## config.mk

```make
export PLATFORM = sky130hd
export DESIGN_NAME = archive_stream_decryptor
export DESIGN_NICKNAME = d
export VERILOG_FILES = /design/src/hw/rtl/asd_pkg.sv /design/src/hw/rtl/asd_keygen.sv /design/src/hw/rtl/archive_stream_decryptor.sv
export SDC_FILE = /design/constraint.sdc
export NUM_CORES = 1
export LEC_CHECK = 0
export BUFFER_PORTS_ARGS = -buffer_cell sky130_fd_sc_hd__buf_2
export CORE_MARGIN = 5
export CORE_UTILIZATION = 40
export CTS_CLUSTER_DIAMETER = 100
export CTS_CLUSTER_SIZE = 28
export DETAILED_ROUTE_END_ITERATION = 10
export PLACE_DENSITY_LB_ADDON = 0.12
export SYNTH_ARGS = -nofsm -noshare
export SYNTH_HDL_FRONTEND = slang
export SYNTH_HIERARCHICAL = 1
export SYNTH_SLANG_ARGS = --single-unit
```

## constraint.sdc

```tcl
create_clock -name clk -period 6.5 [get_ports clk]
set_input_delay 0.325 -clock clk [delete_from_list [all_inputs] [get_ports clk]]
set_output_delay 0.325 -clock clk [all_outputs]
set_load 0.02 [all_outputs]
```

## src/hw/rtl/asd_pkg.sv

```systemverilog
// Shared constants and types for the archive stream decryptor.
// No dependencies; imported by asd_keygen, archive_stream_decryptor and tb_top.
package asd_pkg;

	localparam logic [31:0] WORD_MAGIC = 32'h9E37_0001;

	localparam int IN_TDATA_W  = 120;	// 113 field bits padded to whole bytes
	localparam int OUT_TDATA_W = 8;

	// bit positions of the input fields inside s_tdata
	localparam int DATA_LSB = 0;
	localparam int SEED_LSB = 8;
	localparam int OFFS_LSB = 40;
	localparam int LEN_LSB  = 48;
	localparam int WSUB_BIT = 80;
	localparam int PSIZ_LSB = 81;

	localparam logic MODE_DATA  = 1'b0;
	localparam logic MODE_START = 1'b1;

	typedef struct packed {
		logic        mode;
		logic [7:0]  data_byte;
		logic [31:0] key_seed;
		logic [7:0]  start_offset;
		logic [31:0] buffer_length;
		logic        word_subtract;
		logic [31:0] plain_size;
	} asd_item_t;

	// keystream generator control
	typedef struct packed {
		logic load;	// start transfer: reload from seed and offset
		logic step;	// data transfer: advance by one bit
	} asd_ks_ctl_t;

endpackage

```

## src/hw/rtl/asd_keygen.sv

```systemverilog
// Keystream generator: product base register plus a running rotation count.
// Depends on asd_pkg.
module asd_keygen (
	input  logic                 clk,
	input  logic                 arst_n,
	input  asd_pkg::asd_ks_ctl_t ctl,
	input  logic [31:0]          seed,
	input  logic [5:0]           rot_init,
	output logic [7:0]           key_byte
);
	import asd_pkg::*;

	// keystream value = rotl(base_q, rot_q); the base never moves
	logic [63:0] base_q;
	logic [5:0]  rot_q;
	logic [63:0] prod;
	logic [5:0]  idx [8];

	assign prod = 64'(seed) * 64'(WORD_MAGIC);

	always_ff @(posedge clk or negedge arst_n) begin
		if (!arst_n) begin
			base_q <= '0;
			rot_q  <= '0;
		end else if (ctl.load) begin
			base_q <= {prod[31:0], prod[63:32]};
			rot_q  <= rot_init;
		end else if (ctl.step) begin
			rot_q <= rot_q + 6'd1;
		end
	end

	// bits 39..32 of the rotated value
	always_comb begin
		for (int i = 0; i < 8; i++) begin
			idx[i]      = 6'(32 + i) - rot_q;
			key_byte[i] = base_q[idx[i]];
		end
	end

endmodule

```

## src/hw/rtl/archive_stream_decryptor.sv

```systemverilog
// Archive stream decryptor top level: input register, XOR and word subtract, result register.
// Depends on asd_pkg and asd_keygen.
// A data byte passes from the input register through the result register to m_tdata.
// Throughput: one item per cycle, keystream and borrow included, unless the output stalls.
// Start items produce no output transfer.
// Reset (arst_n low, asynchronous) clears the keystream, word state and all valid flags.
module archive_stream_decryptor (
	input  logic                           clk,
	input  logic                           arst_n,
	input  logic                           s_tvalid,
	output logic                           s_tready,
	// s_tdata fields, LSB up: data_byte[7:0], key_seed[39:8], start_offset[47:40],
	// buffer_length[79:48], word_subtract[80], plain_size[112:81], zero pad
	input  logic [asd_pkg::IN_TDATA_W-1:0] s_tdata,
	input  logic                           s_tuser,	// mode: 0 data, 1 start
	output logic                           m_tvalid,
	input  logic                           m_tready,
	output logic [asd_pkg::OUT_TDATA_W-1:0] m_tdata	// out_byte[7:0]
);
	import asd_pkg::*;

	asd_item_t   item_s1;
	logic        s1_valid_q;
	logic        s1_fire;
	logic        in_xfer;

	logic        out_valid_q;
	logic [7:0]  out_byte_q;

	logic [31:0] word_key_q;
	logic [1:0]  lane_q;
	logic        borrow_q;
	logic [31:0] left_q;
	logic        sub_on_q;

	asd_ks_ctl_t ks_ctl;
	logic [7:0]  key_byte;
	logic [7:0]  xored;
	logic [7:0]  kb;
	logic [8:0]  sub;
	logic [8:0]  diff;
	logic        sub_active;
	logic [7:0]  result;
	logic [1:0]  lane_nxt;

	// a start needs no output slot; a data byte needs the result register free
	assign s1_fire  = s1_valid_q && (item_s1.mode == MODE_START || !out_valid_q || m_tready);
	assign s_tready = !s1_valid_q || s1_fire;
	assign in_xfer  = s_tvalid && s_tready;

	always_ff @(posedge clk or negedge arst_n) begin
		if (!arst_n) begin
			s1_valid_q <= 1'b0;
		end else if (s_tready) begin
			s1_valid_q <= s_tvalid;
		end
	end

	always_ff @(posedge clk) begin
		if (in_xfer) begin
			item_s1.mode          <= s_tuser;
			item_s1.data_byte     <= s_tdata[DATA_LSB +: 8];
			item_s1.key_seed      <= s_tdata[SEED_LSB +: 32];
			item_s1.start_offset  <= s_tdata[OFFS_LSB +: 8];
			item_s1.buffer_length <= s_tdata[LEN_LSB +: 32];
			item_s1.word_subtract <= s_tdata[WSUB_BIT];
			item_s1.plain_size    <= s_tdata[PSIZ_LSB +: 32];
		end
	end

	assign ks_ctl.load = s1_fire && item_s1.mode == MODE_START;
	assign ks_ctl.step = s1_fire && item_s1.mode == MODE_DATA;

	asd_keygen u_keygen (
		.clk      (clk),
		.arst_n   (arst_n),
		.ctl      (ks_ctl),
		.seed     (item_s1.key_seed),
		.rot_init (item_s1.start_offset[5:0]),
		.key_byte (key_byte)
	);

	always_comb begin
		xored      = item_s1.data_byte ^ key_byte;
		sub_active = sub_on_q && left_q != 32'd0;
		kb         = 8'(word_key_q >> {lane_q, 3'b000});
		sub        = {1'b0, kb} + 9'(borrow_q);
		diff       = {1'b0, xored} - sub;	// bit 8 set on underflow
		result     = sub_active ? diff[7:0] : xored;
		lane_nxt   = lane_q + 2'd1;
	end

	always_ff @(posedge clk or negedge arst_n) begin
		if (!arst_n) begin
			word_key_q <= '0;
			lane_q     <= '0;
			borrow_q   <= 1'b0;
			left_q     <= '0;
			sub_on_q   <= 1'b0;
		end else if (ks_ctl.load) begin
			word_key_q <= item_s1.plain_size ^ WORD_MAGIC;
			lane_q     <= '0;
			borrow_q   <= 1'b0;
			left_q     <= {item_s1.buffer_length[31:2], 2'b00};
			sub_on_q   <= item_s1.word_subtract;
		end else if (ks_ctl.step && sub_active) begin
			lane_q   <= lane_nxt;
			borrow_q <= (lane_nxt == 2'd0) ? 1'b0 : diff[8];
			left_q   <= left_q - 32'd1;
		end
	end

	always_ff @(posedge clk or negedge arst_n) begin
		if (!arst_n) begin
			out_valid_q <= 1'b0;
		end else if (ks_ctl.step) begin
			out_valid_q <= 1'b1;
		end else if (m_tready) begin
			out_valid_q <= 1'b0;
		end
	end

	always_ff @(posedge clk) begin
		if (ks_ctl.step) begin
			out_byte_q <= result;
		end
	end

	assign m_tvalid = out_valid_q;
	assign m_tdata  = out_byte_q;

`ifndef SYNTH
	a_data_gives_result: assert property (@(posedge clk) disable iff (!arst_n)
		ks_ctl.step |=> out_valid_q)
		else $error("data transfer did not load the result register");

	a_lane_tracks_count: assert property (@(posedge clk) disable iff (!arst_n)
		2'(left_q[1:0] + lane_q) == 2'b00)
		else $error("byte lane out of step with remaining word bytes");

	a_no_borrow_at_word_start: assert property (@(posedge clk) disable iff (!arst_n)
		lane_q == 2'd0 |-> !borrow_q)
		else $error("borrow carried across a word boundary");

	a_ready_when_empty: assert property (@(posedge clk) disable iff (!arst_n)
		!s1_valid_q |-> s_tready)
		else $error("input stalled with empty input register");

	a_result_held: assert property (@(posedge clk) disable iff (!arst_n)
		out_valid_q && !m_tready |=> out_valid_q && $stable(out_byte_q))
		else $error("pending result lost or overwritten");
`endif

endmodule

```

==> run metrics, run 1 <==
outcome=complete, no violations; top-area cell type share of the netlist area=18.61%; Site Rows=93; critical path data arrival time=6800 ps; Slew @ Worst Pin=928.0 ps; Cell Chain, Critical Path=clkbuf_16, buf_4, fa_2, ha_4, inv_1, fa_1, inv_1, fa_1, fa_1, fa_1, fa_1, ha_4, ha_4, nand4_1, buf_4, o311a_4, o41ai_4, buf_4, a31oi_1, xnor2_1, mux2_2; r2r setup slk=170 ps; CP delay by family, top=adder cells; Final nets=3,348; Slew HR=37.92%; synth top area cells=fa_1 19%, ha_1 18%, edfxtp_1 14%, dfrtp_1 14%, mux4_2 9.6%; Peak Freq=158.1 MHz; Seq/Total Area, Yosys=27.42%; CP endpoint kind=register; met3 WL=1520 µm; CP max-delay cell=fa_2; final WL=67,220 µm; list of most frequent post-synthesis cells=372 x inv_1, 366 x ha_1, 239 x fa_1; final hold violations=0; Max clock buf depth=3; clock skew after layout=47.76 ps; initial core utilization=40.16%; crit-path max cell delay=560 ps; DR vias/cell=5.074; Critical Path RT=6980 ps; H-tree Lvls=1; fraction of layout cells with a size suffix above 1=25.68%; Num CTS Buffers=20; Slew Viols, Final=0; full die area=69,430 µm²; Setup CP Type=register to register; first-pass GRT wire length=108,000 µm; cells after synthesis=2,214; final hold slack=101.6 ps; dominant synthesized flop cell=dfrtp_1; register bit count reported by yosys=258; Area Growth Syn to Fin=22.67%; TNS Setup=0 ps; TritonCTS clock tree=built; highest routed layer=met4; pin count of the biggest net entering global routing=86; I/O Buffers=123; Core ar.=64,000 µm²; clock sink count=258; Routed Antenna Nets=0; # Max-Cap Violations=0; average cell area after synthesis=11.61 µm²; WL met1=31,090 µm; GP Congestion=0.8845; Die Y=263.5 µm; RSZ-0062 raised after global routing=true; Mapped Area=25,700 µm²; initial antenna violation count=2; FF-to-FF path depth=21; WP buf/inv=6; Clock Tree Root=clkbuf_16; Reg clk slew, reported paths=100 ps; number of synthesized flops with an enable pin=118; Horiz. Die Dim=263.5 µm; Congestion Overflow GR=0; global-route usage over all layers=19.42%; critical path depth=21; DRT iter0 DRCs=859; Netlist cell types=80; count leader, synth=inv_1; # diodes=0; clk_lat worst skew=580 ps; crit-path most repeated cell=fa_1; Tcrit/Tclk final=97.33%; mean routed wirelength per cell=19.28 µm; asr flop ratio synth=54.26%; Hold Path Depth=1; post-DP HPWL=53,790 µm; crit path max fanout=5; Final min period=6326 ps; # setup viols final=0; synth warn=6; DRT Pass-1 Iters=5; number of global-route vias before repair=19,290; IO Count=135; Mapped Nets=2,944; via count=17,690; Hold Crit Class=primary input to register; post-synth top area cell=fa_1; met2 WL=33,140 µm; CP Launch Type=register; DR DRC count=0
[path summary, 6_finish.rpt]
check	from	endpoint
max	item_s1[78]	u_keygen/base_q[17]
min	s_tdata[16]	item_s1[81]
max reg2reg	item_s1[78]	u_keygen/base_q[17]
min reg2reg	item_s1[26]	word_key_q[26]
max in group asynchronous	arst_n	u_keygen/base_q[46]
min in group asynchronous	arst_n	u_keygen/base_q[51]
[cell families after synthesis]
kind of cell | synth area share [%]
adder cells (fa/ha/maj) | 36.43
AND/OR/NAND/NOR | 6.416
multiplexers | 12.41
XOR/XNOR | 4.021
AO/OA/AOI/OAI | 6.294
buffers and inverters | 7.010
flip-flops | 27.42
[cells in the final DEF (no fill, tap or decap), types with 16 or more instances in the layout]
cell	synthesis	routed
inv_1	372	369
ha_1	366	313
fa_1	239	236
buf_4	5	209
nand2_1	175	173
dfrtp_1	140	139
buf_2	8	122
edfxtp_1	118	118
dlygate4sd3_1	0	111
mux4_2	109	109
xnor2_1	69	67
a21oi_1	78	60
mux2_2	60	59
o21ai_0	66	57
nor2_1	57	54
xor2_1	49	48
ha_4	0	43
nand3_1	28	27
o21ai_1	19	26
clkbuf_16	0	21
a21o_1	21	21
nand4_1	19	19
a21oi_2	0	16
[timing repair]
action	in CTS	in global routing
cloned	0	1
hold buffers	111	0
endpoints found under the setup margin	18	24
hold endpoints to repair	186	0
setup buffers	15	27
pin swaps	15	70
gates resized for setup	33	101
[flip-flops by register name, indices dropped and copies added (netlist names)]
register and cells:
word_key_q 32, u_keygen/rot_q 6, left_q 32, m_tvalid 1, s1_valid_q 1, borrow_q 1, u_keygen/base_q 64, item_s1 110
lane_q 2, m_tdata 8, sub_on_q 1
[per-stage QoR]
step,instances,util (%),area [µm²],setup WS [ps]
floorplan,2214,-,25700,4.855
detailed placement,3297,44.38,28400,-411.1
finish,3487,49.27,31530,173.6
global route,3487,49.27,31530,-28.54
global placement,3297,44.38,28400,-345.0
CTS,3459,47.89,30650,0.1177
[area by class of cell]
class                   count  area, µm²
clock buffers              22      508.0
clock inverters            14      285.3
fillers                  5781      32470
inverters                 374       1406
multi-input cells        1509      17720
flip-flops and latches    258       7051
well taps                 855       1070
repair buffers            455       3486
[worst register-to-register path: cells and delay by family, from the launching register on]
kind / cells / cell delay (ps)
fa+ha+maj: 9 / 3670
mux: 1 / 270
xor+xnor: 1 / 160
simple gates: 1 / 120
compound gates: 3 / 730
flops: 1 / 490
buf+inv: 6 / 830
[layer usage]
| layer | vias to the layer above | GRT usage (%) |
|---|---|---|
| li1 | 8401 | - |
| met1 | 8984 | 27.28 |
| met2 | 239 | 33.50 |
| met3 | 69 | 1.701 |
| met4 | 0 | 3.501 |
| met5 | - | 0 |
Power of run 1 is not shown: default switching activity piles up to over one toggle a cycle in this logic, so the estimate is an artifact.
==> run 2, diff against run 1 <==
BUFFER_PORTS_ARGS = unset   (was -buffer_cell sky130_fd_sc_hd__buf_2)
DONT_BUFFER_PORTS = 1   (was unset)
==> run 2 against run 1 <==
First-iteration DRC count shrank 14%. Sequential share of layout area grew 0.29 points. Flip-flop and latch count is the same. Hold slack lost 35 ps. Global-route usage shrank 0.25 points. Register-to-register slack is essentially flat. Clock-buffer cell count shrank 2. Critical path depth grew 1. Final area shrank 1.3%. Final cell count shrank 3.4%.
==> run metrics, run 2 (synthesized netlist as in run 1, its figures left out) <==
Die Y=263.5 µm (unchanged); crit path max fanout=5 (unchanged); Slew @ Worst Pin=944.8 ps (was 928.0 ps); post-DP HPWL=53,210 µm (was 53,790 µm); CP endpoint kind=register (unchanged); TNS Setup=0 ps (unchanged); GP Congestion=0.8882 (was 0.8845); Hold Crit Class=primary input to register (unchanged); final hold violations=0 (unchanged); # setup viols final=0 (unchanged); outcome=complete, no violations (unchanged); clk_lat worst skew=560 ps (was 580 ps); Core ar.=64,000 µm² (unchanged); DR DRC count=0 (unchanged); Horiz. Die Dim=263.5 µm (unchanged); Site Rows=93 (unchanged); WP buf/inv=6 (unchanged); RSZ-0062 raised after global routing=true (unchanged); Peak Freq=157.8 MHz (was 158.1 MHz); Slew Viols, Final=0 (unchanged); crit-path max cell delay=500 ps (was 560 ps); placed cells=3,178 (was 3,297); Reg with most FFs=item_s1 (unchanged); pin count of the biggest net entering global routing=141 (was 86); initial antenna violation count=4 (was 2); initial core utilization=40.16% (unchanged); Tcrit/Tclk final=97.46% (was 97.33%); max reg flops=110 (unchanged); Final nets=3,230 (was 3,348); Area Growth Syn to Fin=21.12% (was 22.67%); final WL=66,580 µm (was 67,220 µm); critical path data arrival time=6780 ps (was 6800 ps); mean routed wirelength per cell=19.78 µm (was 19.28 µm); CP max-delay cell=fa_1 (was fa_2); DRT iter0 DRCs=735 (was 859); I/O Buffers=0 (was 123); via count=17,360 (was 17,690); first-pass GRT wire length=106,000 µm (was 108,000 µm); # Max-Cap Violations=0 (unchanged); Num CTS Buffers=18 (was 20); Final min period=6335 ps (was 6326 ps); crit-path most repeated cell=fa_1 (unchanged); Slew HR=37.02% (was 37.92%); # diodes=0 (unchanged); TritonCTS clock tree=built (unchanged); full die area=69,430 µm² (unchanged); clock skew after layout=37.10 ps (was 47.76 ps); CP Launch Type=register (unchanged); Max clock buf depth=3 (unchanged); number of global-route vias before repair=18,810 (was 19,290); most common cell after layout, fill and taps aside=inv_1 (unchanged); DR vias/cell=5.157 (was 5.074); Congestion Overflow GR=0 (unchanged); Routed Antenna Nets=0 (unchanged); Setup CP Type=register to register (unchanged); most frequent cells in the layout=361 x inv_1, 300 x ha_1, 234 x fa_1, 213 x buf_4, 174 x nand2_1 (was 369 x inv_1, 313 x ha_1, 236 x fa_1, 209 x buf_4, 173 x nand2_1); Critical Path RT=6940 ps (was 6980 ps); layout filler cell count=5,805 (was 5,781); area of the multi-input gates=17,980 µm² (was 17,720 µm²); IO Count=135 (unchanged); Reg clk slew, reported paths=110 ps (was 100 ps); sequential cell area=7051 µm² (unchanged); Largest regs=item_s1 (110), u_keygen/base_q (64) (unchanged); CP delay by family, top=adder cells (unchanged); H-tree Lvls=1 (unchanged); non-filler cells, final=3,367 (was 3,487); fraction of layout cells with a size suffix above 1=23.45% (was 25.68%); clock sink count=258 (unchanged); global-route usage over all layers=19.17% (was 19.42%); DRT Pass-1 Iters=5 (unchanged); Cell Chain, Critical Path=buf_4, buf_4, buf_4, fa_1, ha_1, fa_1, fa_1, fa_1, inv_1, fa_1, inv_1, ha_1, ha_1, ha_4, nand4_1, or2_2, o311a_4, o41ai_4, buf_6, a31oi_4, xnor2_2, mux2_4 (was clkbuf_16, buf_4, fa_2, ha_4, inv_1, fa_1, inv_1, fa_1, fa_1, fa_1, fa_1, ha_4, ha_4, nand4_1, buf_4, o311a_4, o41ai_4, buf_4, a31oi_1, xnor2_1, mux2_2); Clock Tree Root=clkbuf_16 (unchanged)
[run 2: final cells by class]
cell class / count / share of cell area [%]
Inverter: 374 / 4.517
Tap cell: 855 / 3.436
Timing Repair Buffer: 339 / 9.352
Clock buffer: 20 / 1.539
Sequential cell: 258 / 22.65
Multi-Input combinational cell: 1509 / 57.76
Clock inverter: 12 / 0.7435
[run 2: timing repair]
action,CTS,global route
endpoints found under the hold margin,251,0
pin swaps,26,92
hold buffers,113,0
buffers inserted,18,26
gates resized for setup,40,133
endpoints found under the setup margin,18,22
[run 2: final timing paths]
kind | slack, ps | startpoint | to | cells past startpoint
setup / recovery | 160 | item_s1[83] | u_keygen/base_q[29] | 22
hold / removal | 70 | m_tready | m_tvalid | 2
setup reg to reg | 160 | item_s1[83] | u_keygen/base_q[29] | 22
hold reg to reg | 440 | item_s1[27] | word_key_q[27] | 1
max in group asynchronous | 5260 | arst_n | u_keygen/rot_q[0] | 2
min in group asynchronous | 340 | arst_n | u_keygen/base_q[56] | 2
[run 2: through the flow]
step                      utilization [%]  worst slack, ps  hold slack (ps)  instance area [µm²]
after detailed placement            43.41           -382.9            48.43                27780
after floorplan                         -            4.855            29.41                25700
after CTS                           47.00          0.07994            54.28                30080
after global routing                48.65           -63.66            55.84                31130
after global placement              43.41           -322.1            47.48                27780
final                               48.65            164.8            66.67                31130
[run 2: layer usage]
metal | wire, µm | GRT usage, %
met2 | 32530 | 32.25
met5 | 25 | 0
met1 | 30620 | 27.16
met4 | 1297 | 3.529
met3 | 2110 | 2.355
Power of run 2 is left out for the same reason.
==> run 3, diff against run 2 <==
CORE_ASPECT_RATIO = 0.75   (was unset)
GPL_ROUTABILITY_DRIVEN = 0   (was unset)
MAX_ROUTING_LAYER = met4   (was unset)
==> run 3 against run 2 <==
Fmax is 0.60% lower. Clock skew is 3.8 ps lower. Register-to-register slack lost 40 ps. First-iteration DRC count rose by 38%. Final area is 0.26% higher. Non-clock buffer count increased by 7. Die area barely moved.
==> run metrics, run 3 (synthesized netlist as in run 1, its figures left out) <==
outcome=complete, no violations (unchanged); Slew HR=40.56% (was 37.02%); TritonCTS clock tree=built (unchanged); via count=17,490 (was 17,360); pin count of the biggest net entering global routing=141 (unchanged); CP max-delay cell=fa_2 (was fa_1); Setup CP Type=register to register (unchanged); Hold Crit Class=primary input to register (unchanged); IO Count=135 (unchanged); global-route usage over all layers=19.62% (was 19.17%); Largest regs=item_s1 (110), u_keygen/base_q (64) (unchanged); Clock Tree Root=clkbuf_16 (unchanged); Placed Area=27,890 µm² (was 27,780 µm²); fin util=49.03% (was 48.65%); r2r startpoint=item_s1[81] (was item_s1[83]); full die area=69,480 µm² (was 69,430 µm²); DR DRC count=0 (unchanged); Final nets=3,237 (was 3,230); max reg flops=110 (unchanged); RSZ-0062 raised after global routing=true (unchanged); fraction of layout cells with a size suffix above 1=23.34% (was 23.45%); Slew @ Worst Pin=888.6 ps (was 944.8 ps); initial antenna violation count=4 (unchanged); layout filler cell count=5,814 (was 5,805); FF-to-FF path depth=21 (was 22); first-pass GRT wire length=104,500 µm (was 106,000 µm); I/O Buffers=0 (unchanged); Area Growth Syn to Fin=21.44% (was 21.12%); DRT iter0 DRCs=1,015 (was 735); number of global-route vias before repair=18,350 (was 18,810); # Max-Cap Violations=0 (unchanged); Reg with most FFs=item_s1 (unchanged); clock sink count=258 (unchanged); clock skew after layout=33.32 ps (was 37.10 ps); Tcrit/Tclk final=98.05% (was 97.46%); DRT Pass-1 Iters=7 (was 5); CP startpoint=item_s1[81] (was item_s1[83]); CP endpoint kind=register (unchanged); H-tree Lvls=1 (unchanged); crit path max fanout=5 (unchanged); area of the multi-input gates=18,010 µm² (was 17,980 µm²); Site Rows=80 (was 93); critical path data arrival time=6790 ps (was 6780 ps); final hold violations=0 (unchanged); Horiz. Die Dim=302.7 µm (was 263.5 µm); Congestion Overflow GR=0 (unchanged); Hold Path Depth=2 (unchanged); Max clock buf depth=3 (unchanged); mean routed wirelength per cell=19.41 µm (was 19.78 µm); crit-path max cell delay=560 ps (was 500 ps); Cell Chain, Critical Path=ha_4, inv_4, fa_2, inv_2, ha_4, fa_1, fa_1, fa_1, fa_1, ha_4, ha_4, and4_1, nand3_1, o211a_4, and2_4, o311a_4, o41ai_4, buf_6, a31oi_4, xnor2_2, mux2_4 (was buf_4, buf_4, buf_4, fa_1, ha_1, fa_1, fa_1, fa_1, inv_1, fa_1, inv_1, ha_1, ha_1, ha_4, nand4_1, or2_2, o311a_4, o41ai_4, buf_6, a31oi_4, xnor2_2, mux2_4); Core ar.=63,660 µm² (was 64,000 µm²); initial core utilization=40.38% (was 40.16%); Slew Viols, Final=0 (unchanged); Worst Min Path Start=m_tready (unchanged); Critical Path RT=6920 ps (was 6940 ps); Final Cell Area=31,210 µm² (was 31,130 µm²); clk_lat worst skew=550 ps (was 560 ps); sequential cell area=7051 µm² (unchanged); RR Endpoint=u_keygen/base_q[29] (unchanged); Worst Hold End=m_tvalid (unchanged); Reg clk slew, reported paths=110 ps (about the same); most frequent cells in the layout=363 x inv_1, 297 x ha_1, 236 x fa_1, 223 x buf_4, 169 x nand2_1 (was 361 x inv_1, 300 x ha_1, 234 x fa_1, 213 x buf_4, 174 x nand2_1); Final min period=6373 ps (was 6335 ps); Num CTS Buffers=18 (unchanged); DR vias/cell=5.170 (was 5.157); Peak Freq=156.9 MHz (was 157.8 MHz); Die Y=229.5 µm (was 263.5 µm); post-DP HPWL=52,620 µm (was 53,210 µm); CP Launch Type=register (unchanged); r2r setup slk=130 ps (was 160 ps); # setup viols final=0 (unchanged); Routed Antenna Nets=0 (unchanged); final WL=65,670 µm (was 66,580 µm); most common cell after layout, fill and taps aside=inv_1 (unchanged)
==> run 3: area by class of cell <==
cell class                 count  area share [%]
tap                          861           3.451
multi-input combinational   1509           57.71
clock buffer                  21           1.547
inverter                     374           4.513
timing repair buffer         346           9.460
clock inverter                11          0.7055
antenna                        3         0.02405
sequential                   258           22.59
==> run 3: layer usage <==
layer / part of all wire, % / vias to the layer above / global-route usage, %
met1: 49 / 8994 / 29.66
met3: 4.2 / 33 / 2.206
li1: - / 8184 / -
met2: 45 / 278 / 29.65
met4: 1.0 / 0 / 2.070
met5: 0 / - / -
==> run 3: repair_timing <==
action	CTS	global route
hold buffers	113	0
pin swaps	21	96
setup endpoints to repair	20	21
gates resized for setup	52	116
hold endpoints to repair	251	0
setup buffers	20	20
==> run 3: how the worst max path moves through the flow <==
| stage | endpoint | cells past startpoint |
|---|---|---|
| floorplan | u_keygen/base_q[25] | 21 |
| global placement | u_keygen/base_q[26] | 24 |
| detailed placement | u_keygen/base_q[26] | 24 |
| CTS | u_keygen/base_q[26] | 24 |
| global route | u_keygen/base_q[20] | 20 |
| finish | u_keygen/base_q[29] | 21 |
==> run 3: worst max-delay path: cells and delay by family, from the launching register on <==
family,cells,cell delay (ps)
fa+ha+maj,9,3560
compound gates,4,1000
flops,1,530
simple gates,3,450
buf+inv,3,270
mux,1,250
xor+xnor,1,160
==> run 3: through the flow <==
stage,hold WS (ps),setup TNS [ps],instances,setup WS [ps]
global route,91.96,-417.0,3382,-64.45
floorplan,29.41,0,2214,4.855
finish,96.28,0,3383,126.8
global placement,37.66,-2514,3197,-367.7
detailed placement,37.03,-3355,3197,-307.4
CTS,38.68,-17.62,3361,-17.62
Power of run 3 is left out for the same reason.
